<file path="src/rtl/dsi_pkg.sv">
// Package: shared types and constants of the drive safety interlock.
`timescale 1ns / 1ps

package dsi_pkg;

  // Configuration register reset values
  localparam logic [15:0] SensorMaxAgeRst = 16'd100;
  localparam logic [15:0] CmdTimeoutRst   = 16'd1000;
  localparam logic [14:0] StepPeriodRst   = 15'd50;
  localparam logic [13:0] MaxLevelRst     = 14'd10000;

  // Stream widths
  localparam int unsigned InDataW  = 120;
  localparam int unsigned InUserW  = 3;
  localparam int unsigned OutDataW = 24;

  typedef enum logic [1:0] {
    CFG_SENSOR_MAX_AGE = 2'd0,
    CFG_CMD_TIMEOUT    = 2'd1,
    CFG_STEP_PERIOD    = 2'd2,
    CFG_MAX_LEVEL      = 2'd3
  } cfg_idx_e;

  typedef enum logic {
    REQ_STEP    = 1'b0,
    REQ_COMMAND = 1'b1
  } req_e;

  typedef enum logic [1:0] {
    CMD_STOP    = 2'd0,
    CMD_RESET   = 2'd1,
    CMD_MANUAL  = 2'd2,
    CMD_UNKNOWN = 2'd3
  } cmd_e;

  typedef enum logic [1:0] {
    MODE_STOPPED = 2'd0,
    MODE_MANUAL  = 2'd1,
    MODE_FAULT   = 2'd2
  } mode_e;

  typedef enum logic [2:0] {
    FLT_NONE      = 3'd0,
    FLT_NOT_READY = 3'd1,
    FLT_INTERLOCK = 3'd2,
    FLT_SENSOR    = 3'd3,
    FLT_TIMEOUT   = 3'd4,
    FLT_TIMING    = 3'd5
  } fault_e;

  typedef struct packed {
    logic [15:0] sensor_max_age_ms;
    logic [15:0] command_timeout_ms;
    logic [14:0] step_period_ms;
    logic [13:0] max_level;
  } cfg_t;

  typedef struct packed {
    req_e               req_type;
    cmd_e               cmd_kind;
    logic signed [15:0] level_request;
    logic [31:0]        now_ms;
    logic               ready_req;
    logic               door_shut;
    logic               stop_chain_ok;
    logic               sample_valid;
    logic [31:0]        sample_time_ms;
    logic               values_finite;
    logic signed [15:0] air_before;
    logic signed [15:0] air_after;
  } req_t;

  typedef struct packed {
    logic        accepted;
    mode_e       run_state;
    fault_e      fault_code;
    logic [13:0] drive_level;
  } res_t;

endpackage

</file>
<file path="src/rtl/dsi_cfg_regs.sv">
// Module: configuration register file of the drive safety interlock.
`timescale 1ns / 1ps

module dsi_cfg_regs (
  input  logic                clk_i,
  input  logic                rst_ni,
  input  logic                cfg_valid_i,
  output logic                cfg_ready_o,
  input  dsi_pkg::cfg_idx_e   cfg_index_i,
  input  logic [15:0]         cfg_data_i,
  output dsi_pkg::cfg_t       cfg_o
);
  import dsi_pkg::*;

  cfg_t cfg_q;
  cfg_t cfg_d;

  // Take a write in every cycle
  assign cfg_ready_o = 1'b1;

  // Decode the register index
  always_comb begin
    cfg_d = cfg_q;
    if (cfg_valid_i) begin
      case (cfg_index_i)
        CFG_SENSOR_MAX_AGE: cfg_d.sensor_max_age_ms  = cfg_data_i;
        CFG_CMD_TIMEOUT:    cfg_d.command_timeout_ms = cfg_data_i;
        CFG_STEP_PERIOD:    cfg_d.step_period_ms     = cfg_data_i[14:0];
        CFG_MAX_LEVEL:      cfg_d.max_level          = cfg_data_i[13:0];
        default:            cfg_d = cfg_q;
      endcase
    end
  end

  always_ff @(posedge clk_i or negedge rst_ni) begin
    if (!rst_ni) begin
      cfg_q.sensor_max_age_ms  <= SensorMaxAgeRst;
      cfg_q.command_timeout_ms <= CmdTimeoutRst;
      cfg_q.step_period_ms     <= StepPeriodRst;
      cfg_q.max_level          <= MaxLevelRst;
    end else begin
      cfg_q <= cfg_d;
    end
  end

  assign cfg_o = cfg_q;

endmodule

</file>
<file path="src/rtl/dsi_health.sv">
// Module: sensor snapshot checks, giving the highest priority health fault.
`timescale 1ns / 1ps

module dsi_health (
  input  dsi_pkg::req_t   req_i,
  input  logic [15:0]     sensor_max_age_i,
  output dsi_pkg::fault_e why_o
);
  import dsi_pkg::*;

  logic [31:0] age;
  logic        stale;
  logic        sensor_bad;

  // Age wraps, so a sample from the future looks old
  assign age   = req_i.now_ms - req_i.sample_time_ms;
  assign stale = age > {16'd0, sensor_max_age_i};

  assign sensor_bad = !req_i.sample_valid || stale || !req_i.values_finite ||
                      req_i.air_before[15] || req_i.air_after[15];

  // Report in priority order
  always_comb begin
    if (!req_i.ready_req) begin
      why_o = FLT_NOT_READY;
    end else if (!req_i.door_shut || !req_i.stop_chain_ok) begin
      why_o = FLT_INTERLOCK;
    end else if (sensor_bad) begin
      why_o = FLT_SENSOR;
    end else begin
      why_o = FLT_NONE;
    end
  end

endmodule

</file>
<file path="src/rtl/dsi_ctrl.sv">
// Module: interlock state and per-item decision logic.
`timescale 1ns / 1ps

module dsi_ctrl (
  input  logic          clk_i,
  input  logic          rst_ni,
  input  logic          fire_i,
  input  dsi_pkg::req_t req_i,
  input  dsi_pkg::cfg_t cfg_i,
  output dsi_pkg::res_t res_o
);
  import dsi_pkg::*;

  mode_e       mode_q,  mode_d;
  fault_e      fault_q, fault_d;
  logic [13:0] level_q, level_d;
  logic [31:0] last_cmd_q, last_cmd_d;
  logic [31:0] last_step_q, last_step_d;
  logic        stepped_q, stepped_d;
  logic        accepted;

  fault_e      why;
  logic [31:0] cmd_gap;
  logic [31:0] step_gap;
  logic        timed_out;
  logic        late_step;
  logic        level_bad;

  dsi_health u_health (
    .req_i            (req_i),
    .sensor_max_age_i (cfg_i.sensor_max_age_ms),
    .why_o            (why)
  );

  assign cmd_gap   = req_i.now_ms - last_cmd_q;
  assign step_gap  = req_i.now_ms - last_step_q;
  assign timed_out = cmd_gap >= {16'd0, cfg_i.command_timeout_ms};
  assign late_step = stepped_q && (step_gap > {16'd0, cfg_i.step_period_ms, 1'b0});
  assign level_bad = req_i.level_request[15] ||
                     (req_i.level_request[14:0] > {1'b0, cfg_i.max_level});

  // Work out the next state for this item
  always_comb begin
    mode_d      = mode_q;
    fault_d     = fault_q;
    level_d     = level_q;
    last_cmd_d  = last_cmd_q;
    last_step_d = last_step_q;
    stepped_d   = stepped_q;
    accepted    = 1'b1;

    if (req_i.req_type == REQ_STEP) begin
      // Trip on health, command timeout or lost step timing
      if (mode_q == MODE_MANUAL) begin
        if (why != FLT_NONE) begin
          mode_d  = MODE_FAULT;
          fault_d = why;
        end else if (timed_out) begin
          mode_d  = MODE_FAULT;
          fault_d = FLT_TIMEOUT;
        end else if (late_step) begin
          mode_d  = MODE_FAULT;
          fault_d = FLT_TIMING;
        end
      end
      if (mode_d != MODE_MANUAL) begin
        level_d = '0;
      end
      last_step_d = req_i.now_ms;
      stepped_d   = 1'b1;
    end else begin
      case (req_i.cmd_kind)
        CMD_STOP: begin
          level_d = '0;
          if (mode_q != MODE_FAULT) mode_d = MODE_STOPPED;
        end
        CMD_RESET: begin
          if (mode_q == MODE_MANUAL || why != FLT_NONE) begin
            accepted = 1'b0;
          end else begin
            mode_d      = MODE_STOPPED;
            fault_d     = FLT_NONE;
            level_d     = '0;
            last_cmd_d  = '0;
            last_step_d = req_i.now_ms;
            stepped_d   = 1'b1;
          end
        end
        CMD_MANUAL: begin
          if (level_bad) begin
            accepted = 1'b0;
          end else if (req_i.level_request == '0) begin
            // Zero level acts as stop
            level_d = '0;
            if (mode_q != MODE_FAULT) mode_d = MODE_STOPPED;
          end else if (mode_q == MODE_FAULT) begin
            accepted = 1'b0;
          end else if (why != FLT_NONE) begin
            mode_d   = MODE_FAULT;
            fault_d  = why;
            level_d  = '0;
            accepted = 1'b0;
          end else begin
            mode_d     = MODE_MANUAL;
            level_d    = req_i.level_request[13:0];
            last_cmd_d = req_i.now_ms;
          end
        end
        default: accepted = 1'b0;
      endcase
    end
  end

  // Hold state unless an item is processed
  always_ff @(posedge clk_i or negedge rst_ni) begin
    if (!rst_ni) begin
      mode_q      <= MODE_STOPPED;
      fault_q     <= FLT_NONE;
      level_q     <= '0;
      last_cmd_q  <= '0;
      last_step_q <= '0;
      stepped_q   <= 1'b0;
    end else if (fire_i) begin
      mode_q      <= mode_d;
      fault_q     <= fault_d;
      level_q     <= level_d;
      last_cmd_q  <= last_cmd_d;
      last_step_q <= last_step_d;
      stepped_q   <= stepped_d;
    end
  end

  // Result reflects the state after this item
  assign res_o.accepted    = accepted;
  assign res_o.run_state   = mode_d;
  assign res_o.fault_code  = fault_d;
  assign res_o.drive_level = level_d;

endmodule

</file>
<file path="src/rtl/drive_safety_interlock.sv">
// Top level: drive safety interlock with input stage, decision logic and result register.
//
//   channel  | direction | handshake                   | payload
//   ---------+-----------+-----------------------------+---------------------------
//   s_axis   | in        | s_axis_tvalid/s_axis_tready | request, sensor snapshot
//   m_axis   | out       | m_axis_tvalid/m_axis_tready | status result
//   cfg      | in        | cfg_valid_i/cfg_ready_o     | register index, write data
//
// One item a cycle while results are taken: an item is held in the input register,
// is decided and lands in the result register, from which its result is offered
// on m_axis.
// Reset clears the mode, latched fault, level and timestamps, and restores the
// configuration defaults.
// A stalled result holds the result register; the input register still takes one
// more item, then ready falls until the result is taken.
`timescale 1ns / 1ps

module drive_safety_interlock (
  input  logic                 clk_i,
  input  logic                 rst_ni,
  input  logic                 s_axis_tvalid,
  output logic                 s_axis_tready,
  // level_request[15:0], now_ms[47:16], ready_req[48], door_shut[49],
  // stop_chain_ok[50], sample_valid[51], sample_time_ms[83:52], values_finite[84],
  // air_before[100:85], air_after[116:101], zero fill[119:117]
  input  logic [119:0]         s_axis_tdata,
  // req_type[0], cmd_kind[2:1]
  input  logic [2:0]           s_axis_tuser,
  output logic                 m_axis_tvalid,
  input  logic                 m_axis_tready,
  // accepted[0], run_state[2:1], fault_code[5:3], drive_level[19:6], zero fill[23:20]
  output logic [23:0]          m_axis_tdata,
  input  logic                 cfg_valid_i,
  output logic                 cfg_ready_o,
  input  logic [1:0]           cfg_index_i,
  input  logic [15:0]          cfg_data_i
);
  import dsi_pkg::*;

  cfg_t cfg;
  req_t in_req;
  req_t req_q;
  logic req_valid_q;
  logic advance;
  res_t res;
  res_t res_q;
  logic res_valid_q;

  dsi_cfg_regs u_cfg_regs (
    .clk_i       (clk_i),
    .rst_ni      (rst_ni),
    .cfg_valid_i (cfg_valid_i),
    .cfg_ready_o (cfg_ready_o),
    .cfg_index_i (cfg_idx_e'(cfg_index_i)),
    .cfg_data_i  (cfg_data_i),
    .cfg_o       (cfg)
  );

  // Unpack the input transfer
  assign in_req.req_type       = req_e'(s_axis_tuser[0]);
  assign in_req.cmd_kind       = cmd_e'(s_axis_tuser[2:1]);
  assign in_req.level_request  = s_axis_tdata[15:0];
  assign in_req.now_ms         = s_axis_tdata[47:16];
  assign in_req.ready_req      = s_axis_tdata[48];
  assign in_req.door_shut      = s_axis_tdata[49];
  assign in_req.stop_chain_ok  = s_axis_tdata[50];
  assign in_req.sample_valid   = s_axis_tdata[51];
  assign in_req.sample_time_ms = s_axis_tdata[83:52];
  assign in_req.values_finite  = s_axis_tdata[84];
  assign in_req.air_before     = s_axis_tdata[100:85];
  assign in_req.air_after      = s_axis_tdata[116:101];

  // Advance when the result register is free or being drained
  assign advance       = req_valid_q && (!res_valid_q || m_axis_tready);
  assign s_axis_tready = !req_valid_q || advance;

  // Input register
  always_ff @(posedge clk_i or negedge rst_ni) begin
    if (!rst_ni) begin
      req_valid_q <= 1'b0;
    end else if (s_axis_tready) begin
      req_valid_q <= s_axis_tvalid;
    end
  end

  always_ff @(posedge clk_i) begin
    if (s_axis_tvalid && s_axis_tready) begin
      req_q <= in_req;
    end
  end

  dsi_ctrl u_ctrl (
    .clk_i  (clk_i),
    .rst_ni (rst_ni),
    .fire_i (advance),
    .req_i  (req_q),
    .cfg_i  (cfg),
    .res_o  (res)
  );

  // Result register
  always_ff @(posedge clk_i or negedge rst_ni) begin
    if (!rst_ni) begin
      res_valid_q <= 1'b0;
    end else if (advance) begin
      res_valid_q <= 1'b1;
    end else if (m_axis_tready) begin
      res_valid_q <= 1'b0;
    end
  end

  always_ff @(posedge clk_i) begin
    if (advance) begin
      res_q <= res;
    end
  end

  // Pack the output transfer
  assign m_axis_tvalid        = res_valid_q;
  assign m_axis_tdata[0]      = res_q.accepted;
  assign m_axis_tdata[2:1]    = res_q.run_state;
  assign m_axis_tdata[5:3]    = res_q.fault_code;
  assign m_axis_tdata[19:6]   = res_q.drive_level;
  assign m_axis_tdata[23:20]  = 4'd0;

endmodule

</file>
<file path="config.mk">
export PLATFORM = sky130hd
export DESIGN_NAME = drive_safety_interlock
export DESIGN_NICKNAME = d
export VERILOG_FILES = /design/src/rtl/dsi_pkg.sv /design/src/rtl/dsi_cfg_regs.sv /design/src/rtl/dsi_health.sv /design/src/rtl/dsi_ctrl.sv /design/src/rtl/drive_safety_interlock.sv
export SDC_FILE = /design/constraint.sdc
export NUM_CORES = 1
export LEC_CHECK = 0
export ABC_AREA = 1
export BUFFER_PORTS_ARGS = -buffer_cell sky130_fd_sc_hd__buf_2
export CAP_MARGIN = 20
export CORE_MARGIN = 4
export CORE_UTILIZATION = 50
export DETAILED_ROUTE_END_ITERATION = 8
export GPL_TIMING_DRIVEN = 0
export MAX_ROUTING_LAYER = met4
export PLACE_DENSITY = 0.71
export SYNTH_ARGS = -nofsm -noshare
export SYNTH_HDL_FRONTEND = slang
export SYNTH_SLANG_ARGS = --single-unit
</file>
<file path="constraint.sdc">
create_clock -name clk_i -period 4.35 [get_ports clk_i]
set_input_delay 0.435 -clock clk_i [delete_from_list [all_inputs] [get_ports clk_i]]
set_output_delay 0.435 -clock clk_i [all_outputs]
set_load 0.05 [all_outputs]
</file>
Yosys cells after proc, flatten, opt, wreduce, memory -nomap -nowiden

Cells that the tools add are included.

Flip-flop bits (word level): 287
Input port bits: 146
Output and inout bits: 27

Magnitude comparators: 4
Reductions and logical operators: 30
Mux-type cells: 55
$add $sub $neg: 3
Equal/unequal tests: 16

Operators with widths:

| cell                 | number |
|---|---|
| $mux W32             | 8 |
| $mux W14             | 7 |
| $sub A32 B32 Y32     | 3 |
| $gt A32 B16 Y1       | 2 |
| $pmux W32 S2         | 1 |
| $pmux W14 S3         | 1 |
| $ge A32 B16 Y1       | 1 |
| $mux W2              | 15 |
| $mux W3              | 10 |
| $logic_not A16 Y1    | 1 |
| $gt A15 B14 Y1       | 1 |
| $ne A2 B2 Y1 const B | 7 |
| $mux W1              | 10 |
| $logic_or A1 B1 Y1   | 9 |
| $eq A2 B2 Y1 const B | 4 |
| $reduce_and A2 Y1    | 4 |
| $reduce_and A8 Y1    | 1 |
| $eq A2 B1 Y1 const B | 3 |
| $logic_not A1 Y1     | 6 |
| $pmux W2 S3          | 1 |
| $pmux W3 S2          | 1 |
| $logic_not A2 Y1     | 2 |
| $ne A2 B1 Y1 const B | 2 |
| $reduce_bool A2 Y1   | 2 |
| 4 further kinds      | 6 |

Longest topological paths before layout

Gate-level depths: netlist of the first run.

Depth after elaboration: 16
Depth in mapped cells: 33

Cells and area by module

From an unflattened synthesis of the first run, not the netlist that was laid out.

Cells, all modules: 2850
Area total of the unflattened synthesis: 20627.3 um^2

By module, submodules not included:

| module                 | area an instance (um^2) | instances | cells an instance | sequential area each (um^2) |
|---|---|---|---|---|
| dsi_ctrl               | 10488.8                 | 1         | 1775              | 2102.0 |
| drive_safety_interlock | 4332.9                  | 1         | 157               | 4254.1 |
| dsi_health             | 3143.0                  | 1         | 643               | 0.0 |
| dsi_cfg_regs           | 2662.6                  | 1         | 275               | 1547.7 |

Least setup slack after synthesis of the first run

Ideal clock, no wire load.

Kind: reg2reg
Start: register req_q[70] in the netlist's numbering
End: register res_q, in the netlist m_axis_tdata[18] (data pin)
Required time: 4.101 ns
Cell stages (with the launch flop): 28
Setup time: 0.249 ns
Setup slack: 0.410 ns
Data arrival time: 3.691 ns
Path buffers: 1
Path through: edfxtp_1 > inv_1 > fa_1 > inv_1 > nand3_1 > nand3_1 > nand2_1 > nand2_1 > nand2_1 > nand2_1 > xor2_1 > ha_1 > nand2_1 > nor3_1 > nand3_1 > nand2_1 > nand3_1 > nor2_1 > nand2_1 > nor3_4 > nand4_2 > nand2_2 > nand2_2 > buf_4 > o21ai_1 > nand2_1 > nand2_1 > inv_1

RTL lines:

| what                     | RTL line                      | RTL |
|---|---|---|
| start: declaration       | drive_safety_interlock.sv:42  | `req_t req_q;` |
| start signal: assignment | drive_safety_interlock.sv:88  | `req_q <= in_req;` |
| end signal: assignment   | drive_safety_interlock.sv:114 | `res_q <= res;` |
| end: declaration         | drive_safety_interlock.sv:46  | `res_t res_q;` |

Worst setup path after layout of the first run

Start: register req_q[69] in the netlist's numbering
End: register u_ctrl.last_cmd_q[3]

Longest elaborated chain between the ends: 13

Ends and longest elaborated chain:

| what                                   | RTL line                       | RTL |
|---|---|---|
| $sub A32 B32 Y32 (*)                   | dsi_health.sv:16               | `assign age = req_i.now_ms - req_i.sample_time_ms;` |
| $gt A32 B16 Y1 (*)                     | dsi_health.sv:17               | `assign stale = age > {16'd0, sensor_max_age_i};` |
| $logic_or A1 B1 Y1 (*) (3 in a row)    | dsi_health.sv:19               | `assign sensor_bad = !req_i.sample_valid \|\| stale \|\| !req_i.values_finite \|\|` |
| $logic_or A1 B1 Y1 (*)                 | dsi_health.sv:20               | `req_i.air_before[15] \|\| req_i.air_after[15];` |
| $mux W2 (*)                            | dsi_health.sv:28               | `end else if (sensor_bad) begin` |
| $mux W2 (*)                            | dsi_health.sv:26               | `end else if (!req_i.door_shut \|\| !req_i.stop_chain_ok) begin` |
| $mux W2 (*)                            | dsi_health.sv:24               | `if (!req_i.ready_req) begin` |
| $reduce_bool A3 Y1 (*)                 | dsi_ctrl.sv:78, dsi_ctrl.sv:98 |  |
| $logic_or A1 B1 Y1                     | dsi_ctrl.sv:78                 | `if (mode_q == MODE_MANUAL \|\| why != FLT_NONE) begin` |
| $ne A2 B2 Y1 (no source line)          | --                             |  |
| $reduce_and A8 Y1 (no source line) (*) | --                             |  |
| end signal: assignment                 | dsi_ctrl.sv:127                | `last_cmd_q <= last_cmd_d;` |
| end: declaration                       | dsi_ctrl.sv:17                 | `logic [31:0] last_cmd_q, last_cmd_d;` |

Mark *: on every way between the ends. The rest lies on a longest branch, timed or not.
A chain may end at the register's enable or synchronous reset.

==> results of run 1 <==
-- power groups by stage --
stage / logic [mW] / clock network [mW] / registers (mW)
floorplan: 3.15 / 0 / 3.22
global placement: 4.28 / 0 / 3.24
detailed placement: 4.38 / 0 / 3.24
CTS: 4.64 / 2.57 / 3.18
global route: 5.53 / 2.67 / 3.22
finish: 4.93 / 2.54 / 3.18
-- worst reg2reg max path, delay by kind of cell, from the launching register on --
| kind | cells | cell delay (ns) |
|---|---|---|
| and+or+nand+nor | 16 | 1.65 |
| adders and majority gates | 3 | 0.84 |
| buffers and inverters | 6 | 0.81 |
| AOI/OAI and AO/OA | 2 | 0.50 |
| DFF | 1 | 0.38 |
| xor gates and xnor gates | 1 | 0.09 |
-- path summary, 6_finish.rpt --
path | endpoint | slack [ns] | cells past startpoint
setup / recovery | u_ctrl.last_cmd_q[3] | -0.02 | 28
hold / removal | req_q[65] | 0.03 | 1
setup reg to reg | u_ctrl.last_cmd_q[3] | -0.02 | 28
hold reg to reg | u_ctrl.last_step_q[29] | 0.49 | 2
max in group asynchronous | u_cfg_regs.cfg_o[50] | 2.98 | 3
min in group asynchronous | m_axis_tvalid | 0.43 | 2
-- kinds of logic (layout without fill, tap and decap cells) --
kind of cell | count (synthesis) | in the layout | share of synthesized area [%]
simple gates | 1419 | 1420 | 29.9
buf+inv | 568 | 841 | 11.2
compound gates | 329 | 329 | 9.94
flops | 257 | 257 | 36.1
fa+ha+maj | 161 | 161 | 10.5
xor+xnor | 50 | 50 | 2.26
other cells | 2 | 6 | 0.0387
-- final cells by class --
| class | count | area (µm²) |
|---|---|---|
| fillers | 3537 | 14500 |
| clock buffers | 36 | 812 |
| repair buffers | 221 | 1530 |
| clock inverters | 16 | 179 |
| well taps | 511 | 639 |
| flip-flops and latches | 257 | 7000 |
| inverters | 517 | 1950 |
| multi-input cells | 1965 | 11000 |
| diodes | 1 | 2.50 |
| plain buffers | 51 | 310 |
-- synthesized netlist by cell type, drive strengths merged, types with 4 or more instances --
| master | count |
|---|---|
| nand3b | 9 |
| nor3 | 17 |
| a21oi | 123 |
| clkbuf | 34 |
| xor2 | 46 |
| and2 | 5 |
| o21ai | 152 |
| nand3 | 153 |
| nor2 | 221 |
| dfstp | 17 |
| ha | 158 |
| xnor2 | 4 |
| o21bai | 9 |
| inv | 512 |
| o31ai | 32 |
| nor4 | 8 |
| edfxtp | 110 |
| clkinv | 5 |
| o211ai | 4 |
| nand4 | 52 |
| buf | 17 |
| dfrtp | 130 |
| nand2 | 948 |
-- per-layer routing --
layer / track usage [%] / wire length, µm
met5: - / 0
met4: 11.2 / 2570
met3: 4.38 / 4860
met2: 49.8 / 30200
met1: 40.6 / 27400
-- cells in the final DEF, fill, tap and decap left out, types with 110 or more instances in the layout --
master,count
edfxtp_1,110
ha_1,129
inv_1,488
a21oi_1,110
dfrtp_1,130
buf_2,137
nor2_1,200
o21ai_0,118
nand3_1,132
nand2_1,898
-- state kept, by name, summed over array words and instances, names as in the netlist, 2 cells and up --
signal,cells
u_ctrl.last_cmd_q,32
u_ctrl.last_step_q,32
u_ctrl.level_q,14
u_ctrl.fault_q,3
u_cfg_regs.cfg_o,61
u_ctrl.mode_q,2
m_axis_tdata,20
req_q,90
-- timing repair --
action                     CTS  global route
resized for setup           65           158
pin swaps                   11            49
setup buffers               27            21
gates cloned                 0             2
hold buffers                36             0
hold endpoints to repair    97             0
setup endpoints to repair  104           104
-- metrics by stage --
stage	instances	area, µm²	TNS (ns)
2_1_floorplan	2789	19400	0
3_3_place_gp	3434	20700	-88.09
3_5_place_dp	3436	20800	-89.78
4_1_cts	3551	22700	0
5_1_grt	3574	23500	-7.35
6_report	3575	23500	-0.0201
==> summary.md, run 1 <==
| Metric | Value |
|---|---|
| Post-route ant nets | 0 |
| MaxCap Viol Count | 0 |
| Worst-Margin Slew | 0.928 ns |
| Crit path time final | ~4.4 ns |
| Total CTS buffers | 28 |
| IO Pins | between 150 and 200 |
| GRT Overall Usage | a little under a third |
| Sequential power share | around 30% |
| Area growth syn-to-layout | 21.0% |
| Final worst slack | -0.0201 ns |
| Gate count after technology mapping | around 2800 |
| Layout cells sized above 1 | approximately 16% |
| Yosys warnings | 0 |
| Avg Inst Size Synth | 6.96 µm² |
| Worst EP required | 4.82 ns |
| CP bufs+invs | 6 |
| Clk Latency, worst-skew pair | about 0.6 ns |
| Power, Total | 10.7 mW |
| Logic pwr share | between 40 and 50% |
| Worst slack at placement | -1.10 ns |
| Vias in the first global route | around 18000 |
| Final setup viols | 1 |
| Outcome | finished with violations |
| Site Rows | 71 |
| Delay-heaviest family, CP | simple AND/OR/NAND/NOR gates |
| Initial core utilization | 51.1% |
| Die Footprint | roughly 42000 µm² |
| Seq/Total Area, Yosys | 36.1% |
| Top post-synthesis cells by area | nand2_1 (18%), edfxtp_1 (17%), dfrtp_1 (17%), ha_1 (10%), inv_1 (9.6%) |
| IO buf count | around 130 |
| Number of enable flip-flop cells after synthesis | 110 |
| Net Sw Power | between 4 and 5 mW |
| Residual DRC | 0 |
| Drt pass-1 iters | 8 |
| Yosys cell types | between 40 and 50 |
| # nets final | between 3000 and 4000 |
| Critical Path End Type | flip-flop |
| Setup crit start kind | flip-flop |
| Period Utilization, post-route | 100% |
| Root Buffer | clkbuf_16 |
| GRT overflow | 0 |
| Top cell type by total area after synthesis | nand2_1 |
| Critical Path AT | 4.84 ns |
| Number of synthesized register bits | ~260 |
| Final core occ | roughly three fifths |
| Setup Skew | around 0.028 ns |
| Failing checks | negative setup slack |
| Slew HR | approximately two fifths |
| Die Span Y | approximately 200 µm |
| CP Max Fanout | 4 |
| Mapped cell area | between 15000 and 20000 µm² |
| Worst min path class | in2reg |
| Switching Fraction | a little over two fifths |
| Core box area | roughly 38000 µm² |
| Post-synth top area share | 18.3% |
| Critical Path Max Stage Delay | 0.38 ns |
| Clock Power Share | 23.9% |
| DRT Wirelength | ~65 mm |
| H-tree depth | 1 |
| Ys flop type | dfrtp_1 |
| Final hold slack | roughly 0.026 ns |
| Static leakage | around 12 nW |
| Antenna violations before repair | 0 |
| Clk sinks | 257 |
| GPL Wtd Cong | 1.05 |
| Crit-path slowest cell | edfxtp_1 |
| Die X | between 200 and 250 µm |
| Critical Path Start | req_q[69] |
| Pin count of the biggest net entering global routing | a little under 80 |
| Via-to-Cell Ratio | approximately 5.3 |
| Clock transition at path regs | roughly 0.070 ns |
| Max Root-Sink Buffers | 3 |
| Peak supply drop | between 0.3 and 0.4 mV |
| Drt wl/cell | 18.2 µm |
| Most used cell, CP | nand2_2 |
| Internal | between 6 and 7 mW |
| Initial DRC Count | approximately 1400 |
| Worst R2R Start | req_q[69] |
| Post-DP HPWL | about 51 mm |
| Power per cell area | between 400 and 500 nW/µm² |
| Async SR Flop Fraction | 57.2% |
| TritonCTS clock tree | built |
| Slew Limit Fails | 0 |
| HP Start | s_axis_tdata[51] |
| CP Class | reg2reg |
| Fmax | 229 MHz |
| Via count | ~19000 |
| Unrepaired setup endpoints after global routing | true |
| Hold Vio Cnt, Final | 0 |
| Global-route wire length before repair | 98.6 mm |
No activity file was read; power rests on OpenSTA's default activity.
==> run 2, diff against run 1 <==
--- a/config.mk
+++ b/config.mk
@@ -8,12 +8,14 @@
 export ABC_AREA = 1
 export BUFFER_PORTS_ARGS = -buffer_cell sky130_fd_sc_hd__buf_2
 export CAP_MARGIN = 20
+export CORE_ASPECT_RATIO = 1.1
 export CORE_MARGIN = 4
 export CORE_UTILIZATION = 50
 export DETAILED_ROUTE_END_ITERATION = 8
 export GPL_TIMING_DRIVEN = 0
 export MAX_ROUTING_LAYER = met4
 export PLACE_DENSITY = 0.71
+export SLEW_MARGIN = 10
 export SYNTH_ARGS = -nofsm -noshare
 export SYNTH_HDL_FRONTEND = slang
 export SYNTH_SLANG_ARGS = --single-unit
==> run 2 against run 1 <==
Effect of this change:
- the run still ends with negative setup slack left
- highest routed layer unchanged
- critical path type unchanged
- power fell by 3.4%
- critical path depth decreased by 4
- sequential power about the same
==> summary.md, run 2 (synthesis results as in run 1) <==
| Metric | Value |
|---|---|
| Critical Path Max Stage Delay | 0.58 ns |
| Period Utilization, post-route | 101% |
| Area growth syn-to-layout | 19.9% |
| TritonCTS clock tree | built |
| GRT Overall Usage | between 20% and 30% |
| Logic pwr share | 49.6% |
| Fillers | about 3400 |
| Hold Vio Cnt, Final | 0 |
| IO Pins | approximately 170 |
| Die Span Y | 215 µm |
| Static leakage | ~12 nW |
| Worst slack at placement | -0.965 ns |
| Final worst slack | -0.0563 ns |
| Design Area, Final | 23300 µm² |
| Site Rows | 75 |
| Most frequent cells in the layout | nand2_1 (874), inv_1 (490), nor2_1 (187) |
| DRT Wirelength | a little over 60 mm |
| Sequential power share | a little under a third |
| Fmax | approximately 230 MHz |
| Setup Skew | around 0.015 ns |
| Clock transition at path regs | approximately 0.070 ns |
| Via-to-Cell Ratio | 5.35 |
| Crit-path slowest cell | or4_4 |
| Final core occ | about three fifths |
| Total CTS buffers | 25 |
| Internal | 5.94 mW |
| Setup crit start kind | flip-flop |
| Clock Power Share | between 10% and 20% |
| Critical Path Start | req_q[76] |
| Slew Limit Fails | 0 |
| Root Buffer | clkbuf_16 |
| Initial core utilization | 50.8% |
| Die Footprint | 42000 µm² |
| Worst min path class | in2reg |
| GRT overflow | 0 |
| # nets final | 3328 |
| Initial DRC Count | ~1100 |
| H-tree depth | 1 |
| Most flops, register | req_q |
| Unrepaired setup endpoints after global routing | true |
| Switching Fraction | a little over two fifths |
| Power per cell area | about 440 nW/µm² |
| Net Sw Power | between 4 and 5 mW |
| Multi-input logic area | between 10000 and 15000 µm² |
| Post-route ant nets | 0 |
| CP Max Fanout | 5 |
| IO buf count | 134 |
| Most used cell, CP | nand2_2 |
| Pin count of the biggest net entering global routing | between 70 and 80 |
| CP Class | reg2reg |
| Clk sinks | around 260 |
| Drt pass-1 iters | 5 |
| Vias in the first global route | ~19000 |
| Outcome | finished with violations |
| Placed cell count | 3425 |
| Antenna cell count | 0 |
| Via count | 18900 |
| Worst-Margin Slew | roughly 0.77 ns |
| Peak supply drop | 0.350 mV |
| Critical Path End Type | flip-flop |
| Slew HR | just under 50% |
| R2R setup slack | -0.06 ns |
| Drt wl/cell | approximately 17 µm |
| Final setup viols | 14 |
| GPL Wtd Cong | between 1 and 1.5 |
| Max Root-Sink Buffers | 3 |
| Global-route wire length before repair | about 94 mm |
| Final std cells w/o fill | 3540 |
| Worst R2R Start | req_q[76] |
| Antenna violations before repair | 0 |
| Final hold slack | between 0.05 and 0.06 ns |
| Worst setup path end | u_ctrl.level_q[8] |
| Register area | 7000 µm² |
| Crit Reg-Reg Endpoint | u_ctrl.level_q[8] |
| Worst-path cell chain | buf_6, ha_4, nand2_4, inv_1, a21oi_2, nor2_1, nor2_1, nand2_2, xor2_2, ha_1, nand3_2, or4_4, nor4_4, o211ai_1, nand2_2, nand3_2, nor2_4, nand3_4, buf_8, nor2_4, nand2_2, nand2_2, nand2_2, nand2_1 |
| Clk Latency, worst-skew pair | roughly 0.55 ns |
| Placed cell area | slightly above 20000 µm² |
| Reg2reg path depth | 24 |
| Commonest non-fill, non-tap cell in the layout | nand2_1 |
| Post-DP HPWL | between 40 and 50 mm |
| Failing checks | negative setup slack |
| Max FFs per register | 90 |
| Layout cells sized above 1 | approximately 17% |
| Core box area | 38200 µm² |
| Critical Path AT | ~5 ns |
| Residual DRC | 0 |
| Crit path time final | roughly 4.4 ns |
| Die X | about 200 µm |
| Worst EP required | between 4 and 5 ns |
| MaxCap Viol Count | 0 |
[run 2: cell count changes in the layout (fill, tap and decap cells not counted), moves of 9 or more]
cell,change
ha_4,+9
dlygate4sd3_1,-35
nand2_2,+22
nand2_1,-24
nor2_1,-13
ha_2,-9
buf_4,+17
[run 2: area by class of cell]
cell class	instances	share of cell area, %
multi-input cells	1964	48.4
well taps	500	2.69
clock buffers	37	3.00
plain buffers	50	1.41
clock inverters	9	0.210
inverters	517	8.40
flip-flops and latches	257	30.1
repair buffers	206	5.80
[run 2: power by group through the flow]
stage | Combinational [mW] | Clock, mW | Sequential [mW]
2_1_floorplan | 3.15 | 0 | 3.22
3_3_place_gp | 4.19 | 0 | 3.21
3_5_place_dp | 4.32 | 0 | 3.22
4_1_cts | 4.68 | 2.06 | 3.16
5_1_grt | 5.72 | 2.15 | 3.20
6_report | 5.11 | 2.02 | 3.17
[run 2: worst min path at each step]
stage                                 from           endpoint  slack (ns)  cells after the start
after global placement    u_ctrl.stepped_q   u_ctrl.stepped_q        0.45                      2
after detailed placement            rst_ni  u_ctrl.level_q[2]        0.42                      1
after CTS                 s_axis_tdata[28]          req_q[81]        0.04                      1
after global routing      s_axis_tdata[28]          req_q[81]        0.05                      1
final                     s_axis_tdata[28]          req_q[81]        0.06                      1
after floorplan                     rst_ni      m_axis_tvalid        0.14                      0
[run 2: metrics by stage]
stage | power, mW | TNS (ns)
floorplan | 6.36 | 0
global placement | 7.40 | -81.60
detailed placement | 7.53 | -84.58
CTS | 9.89 | -0.826
global route | 11.1 | -7.39
finish | 10.3 | -0.371
[run 2: critical path, delay by kind of cell (launching register included)]
kind | cells | cell delay [ns]
buf+inv | 3 | 0.41
compound gates | 2 | 0.40
fa+ha+maj | 2 | 0.55
flops | 1 | 0.50
xor+xnor | 1 | 0.17
simple gates | 16 | 2.31
[run 2: repair_timing]
action                                 4_1_cts  5_1_grt
gates resized for setup                    108      169
pin swaps                                   34       70
setup endpoints to repair                  104      104
buffers inserted                            42       22
hold buffers                                 1        0
endpoints found under the hold margin       54        0
gates cloned                                 1        4
[run 2: per-layer routing]
metal	routed length, µm	track usage [%]
met1	23900	32.7
met2	30900	50.8
met3	3070	2.58
met4	3490	13.5
met5	0	-
